<file path="src/hdl/tfms_ram.sv">
// Generic single-port-write, single-port-read RAM with registered read.
// No dependencies.
`default_nettype none

module tfms_ram #(
    parameter int WIDTH = 8,
    parameter int DEPTH = 16
) (
    input  wire logic                     i_clk,
    input  wire logic                     i_we,
    input  wire logic [$clog2(DEPTH)-1:0] i_waddr,
    input  wire logic [WIDTH-1:0]         i_wdata,
    input  wire logic [$clog2(DEPTH)-1:0] i_raddr,
    output logic      [WIDTH-1:0]         o_rdata
);

    logic [WIDTH-1:0] r_mem [DEPTH];
    logic [WIDTH-1:0] r_rdata;

    always_ff @(posedge i_clk) begin
        if (i_we) begin
            r_mem[i_waddr] <= i_wdata;
        end
        r_rdata <= r_mem[i_raddr];
    end

    assign o_rdata = r_rdata;

endmodule

`default_nettype wire

</file>
<file path="config.mk">
export PLATFORM = sky130hd
export DESIGN_NAME = tfms_ram
export DESIGN_NICKNAME = d
export VERILOG_FILES = /design/src/hdl/tfms_ram.sv
export SDC_FILE = /design/constraint.sdc
export NUM_CORES = 1
export LEC_CHECK = 0
export BUFFER_PORTS_ARGS = -buffer_cell sky130_fd_sc_hd__buf_2
export CORE_MARGIN = 5
export CORE_UTILIZATION = 40
export DETAILED_ROUTE_END_ITERATION = 16
export PLACE_DENSITY = 0.57
export SYNTH_ARGS = -nofsm -noshare
export SYNTH_HDL_FRONTEND = slang
export SYNTH_SLANG_ARGS = --single-unit
</file>
<file path="constraint.sdc">
create_clock -name i_clk -period 2.8 [get_ports i_clk]
set_input_delay 0.56 -clock i_clk [delete_from_list [all_inputs] [get_ports i_clk]]
set_output_delay 0.56 -clock i_clk [all_outputs]
set_load 0.005 [all_outputs]
</file>
Yosys cells after proc, flatten, opt, wreduce, memory -nomap -nowiden
Memory sizes are Yosys's and may differ from the RTL's. A register that Yosys moved wholly into a read port is not among the register bits.
Index checks and enable logic that the tools add are counted.
Widths: inputs -> output; s select.
{"block": "word_totals", "ram_bits": 128, "output_inout_bits": 8, "reg_bits": 0, "elab_cells": 3, "memories": 1}
{"block": "classes", "muxes": 2}
{"memory": "r_mem", "words": 16, "width": 8, "read_ports": 1, "rd_clocked_by_memory_dff": 1, "wr": 1, "line_no": "17", "rtl": "logic [WIDTH-1:0] r_mem [DEPTH];"}
{"op": "$mux 1", "count": 2}

Depth between registers and ports, before layout
{"block": "depth", "depth_word": 2, "depth_mapped": 5, "depth_no_buf": 3}

Least setup slack after synthesis
OpenSTA, ideal clock, no wires.
{"block": "synth_path", "path_type": "input-to-reg", "from": "input i_waddr[2]", "to": "memory r_mem[0][0] (enable)", "path_slack_ns": 0.747, "n_path_buf": 0, "setup_time_ns": 0.383, "t_arrival_ns": 1.670, "stages": 2, "cell_sequence": "or3b_2 > nor3_1"}
{"item": "start, declared", "line_no": "11", "rtl": "input wire logic [$clog2(DEPTH)-1:0] i_waddr,"}
{"item": "end, declared", "line_no": "17"}
Straight into the memory's write port.

==> run metrics <==
fill cell count=1057; power density over the cells=788 nW/um^2; TritonRoute pass-1 iters=4; drt wl/cell=21.3 um; WL final=9950 um; area occupied by multi-input gates=1060 um^2; area grow syn2layout=20.5%; crit start category=input port; sw power=between 0.9 and 1 mW; worst slack, placed=between 0.6 and 0.7 ns; Final ANT Viol Nets=0; crit path from=i_raddr[1]; # Post-CTS Setup Buffers=0; VDD IR max=0.396 mV; met2 WL=~4900 um; R2R Setup Slk=roughly 1.4 ns; final core occ=49.1%; final setup fails=0; hold_buf cts=0; Die Area=15200 um^2; FMAX=586 MHz; clk_skew=0.00854 ns; Final WS setup=between 1 and 1.5 ns; Sum Neg Setup Slack=0 ns; worst hold slack=0.521 ns; synthesis warning total=0; Clock Power Share=roughly half; commonest non-fill, non-tap cell in the layout=edfxtp_1; CP endpoint kind=flop; CTS Sinks=136; HP Start=i_wdata[3]; Core Box Area=12600 um^2; DR top layer=met4; layout cells sized above 1=31.5%; H-tree levels=4; CTS tree=yes; initial antenna violation count=0; WHS Endpoint=r_mem[12][3]; Hold Path Depth=1; Max Slew Vio Count=0; first-pass GRT wire length=between 15000 and 20000 um; Ports=26; Cell Rows=41; Hold WC Path Type=in -> reg; Final #Nets=300; maxcap violations=0; DIE WIDTH=123 um; Reg area=4000 um^2; ANT cells=0; Detail Route met3 WL=411 um; vias in the first global route=2575; FF-to-FF Start=r_mem[1][5]; RSZ-0062 raised after global routing=false; static leakage=2.11 nW; RePlAce Congestion=0.747; reg2reg path depth=3; grt ovf=0; P_int=3.96 mW; Final Cycle Share=61.0%; Final min period=1.71 ns; DRC viols=0; drt initial violations=158; Die Ht=approximately 120 um; maximum fanout along the worst path=20; WS Path Type=in -> reg; Met1 Wirelength=4500 um; most frequent cells in the layout=edfxtp_1 (128), buf_2 (25), mux4_2 (18), buf_4 (18), clkbuf_16 (17); Cells after Synth=229; Tot GR Track Use=between 10 and 15%; clk_lat worst skew=0.41 ns; IO buf count=25; unique cell type count in the Yosys netlist=19; Hold Vio Cnt, Final=0; starting density of the core=40.8%; Via density=5.16; worst-margin pin slew=0.740 ns; dpl hpwl=6360 um; total number of vias=around 2400; # resized after CTS=0; required time worst endpoint=3.08 ns; number of CTS-inserted buffers=17; clock tree root buffer cell=clkbuf_16; R2R Path End=o_rdata[5]; outcome=complete, no violations; CP Data Arrival Time=1.99 ns; CTS clock-pin slew for the worst setup and hold paths=0.06 ns; Sw Share=18.9%; Mapped Nets=between 200 and 250; Combinational Power Share=under 10%; Avg Cell Area, Syn=22.5 um^2; synthesized cell area=approximately 5100 um^2; largest net degree at the start of global routing=33; sequential share of power=a little under half; Slew HR=between 50% and 60%; deepest clock path buffer count=2; Synth Register Bits=about 140; post-synthesis sequential area ratio=between 70 and 80%
worst max path at each step:
| stage | end | slack (ns) | cells past startpoint |
|---|---|---|---|
| floorplan | r_mem[0][0] | 0.75 | 2 |
| global placement | o_rdata[5] | 0.62 | 5 |
| detailed placement | o_rdata[5] | 0.64 | 5 |
| CTS | o_rdata[5] | 1.07 | 5 |
| global route | o_rdata[5] | 0.99 | 5 |
| finish | o_rdata[5] | 1.09 | 5 |
cells by family (layout without fill, tap and decap cells):
group,Yosys count,in the layout,synth area share [%]
flip-flops,136,136,77.8
multiplexers,32,32,15.0
buffers and inverters,10,76,1.68
AND/OR/NAND/NOR,35,35,3.18
AO/OA/AOI/OAI,16,16,2.33
final cells by class:
cell class                 instances  share of cell area (%)
sequential                       136                    64.6
multi-input combinational         83                    17.0
clock buffer                      19                    7.14
timing repair buffer              44                    4.52
tap                              172                    3.47
clock inverter                    13                    3.25
cell usage after synthesis:
| cell | instances | area (um^2) |
|---|---|---|
| nand2b_1 | 2 | 12.5 |
| buf_6 | 3 | 33.8 |
| nand3b_1 | 2 | 15.0 |
| nor2_1 | 13 | 48.8 |
| edfxtp_1 | 128 | 3840 |
| or3b_2 | 1 | 8.76 |
| and2_1 | 1 | 6.26 |
| and2b_1 | 1 | 7.51 |
| a22oi_1 | 16 | 120 |
| mux4_1 | 14 | 368 |
| nand2_1 | 9 | 33.8 |
| nand3_1 | 1 | 5.00 |
| nor2b_1 | 1 | 6.26 |
| buf_2 | 3 | 15.0 |
| mux4_2 | 18 | 405 |
| dfxtp_1 | 8 | 160 |
| clkdlybuf4s25_2 | 3 | 30.0 |
| nor3_1 | 4 | 20.0 |
| buf_4 | 1 | 7.51 |
power by group through the flow:
stage          sequential [mW]  clock, mW  combinational (mW)
2_1_floorplan             2.33          0               0.116
3_3_place_gp              2.33          0               0.210
3_5_place_dp              2.33          0               0.212
4_1_cts                   2.29       2.43               0.213
5_1_grt                   2.29       2.54               0.225
6_report                  2.29       2.39               0.206
sequential cells by signal (all words and copies together), names as in the netlist:
signal / cells
r_mem: 128
o_rdata: 8
metrics by stage:
stage / power [mW] / cells / cell area, um^2
6_report: 4.89 / 467 / 6200
3_3_place_gp: 2.54 / 435 / 5560
2_1_floorplan: 2.44 / 229 / 5150
5_1_grt: 5.06 / 467 / 6200
3_5_place_dp: 2.55 / 435 / 5560
4_1_cts: 4.94 / 467 / 6200
metal layers:
metal / GRT usage (%) / vias up
li1: - / 1081
met1: 19.1 / 1262
met2: 22.9 / 60
met3: 4.39 / 9
met4: 6.30 / 0
met5: 0 / -
worst max-delay path: stages:
cell and delay [ns]:
buf_2 0.44, buf_4 0.26, mux4_1 0.28, a22oi_1 0.31, nand2_1 0.13
(Power assumes the default switching activity.)
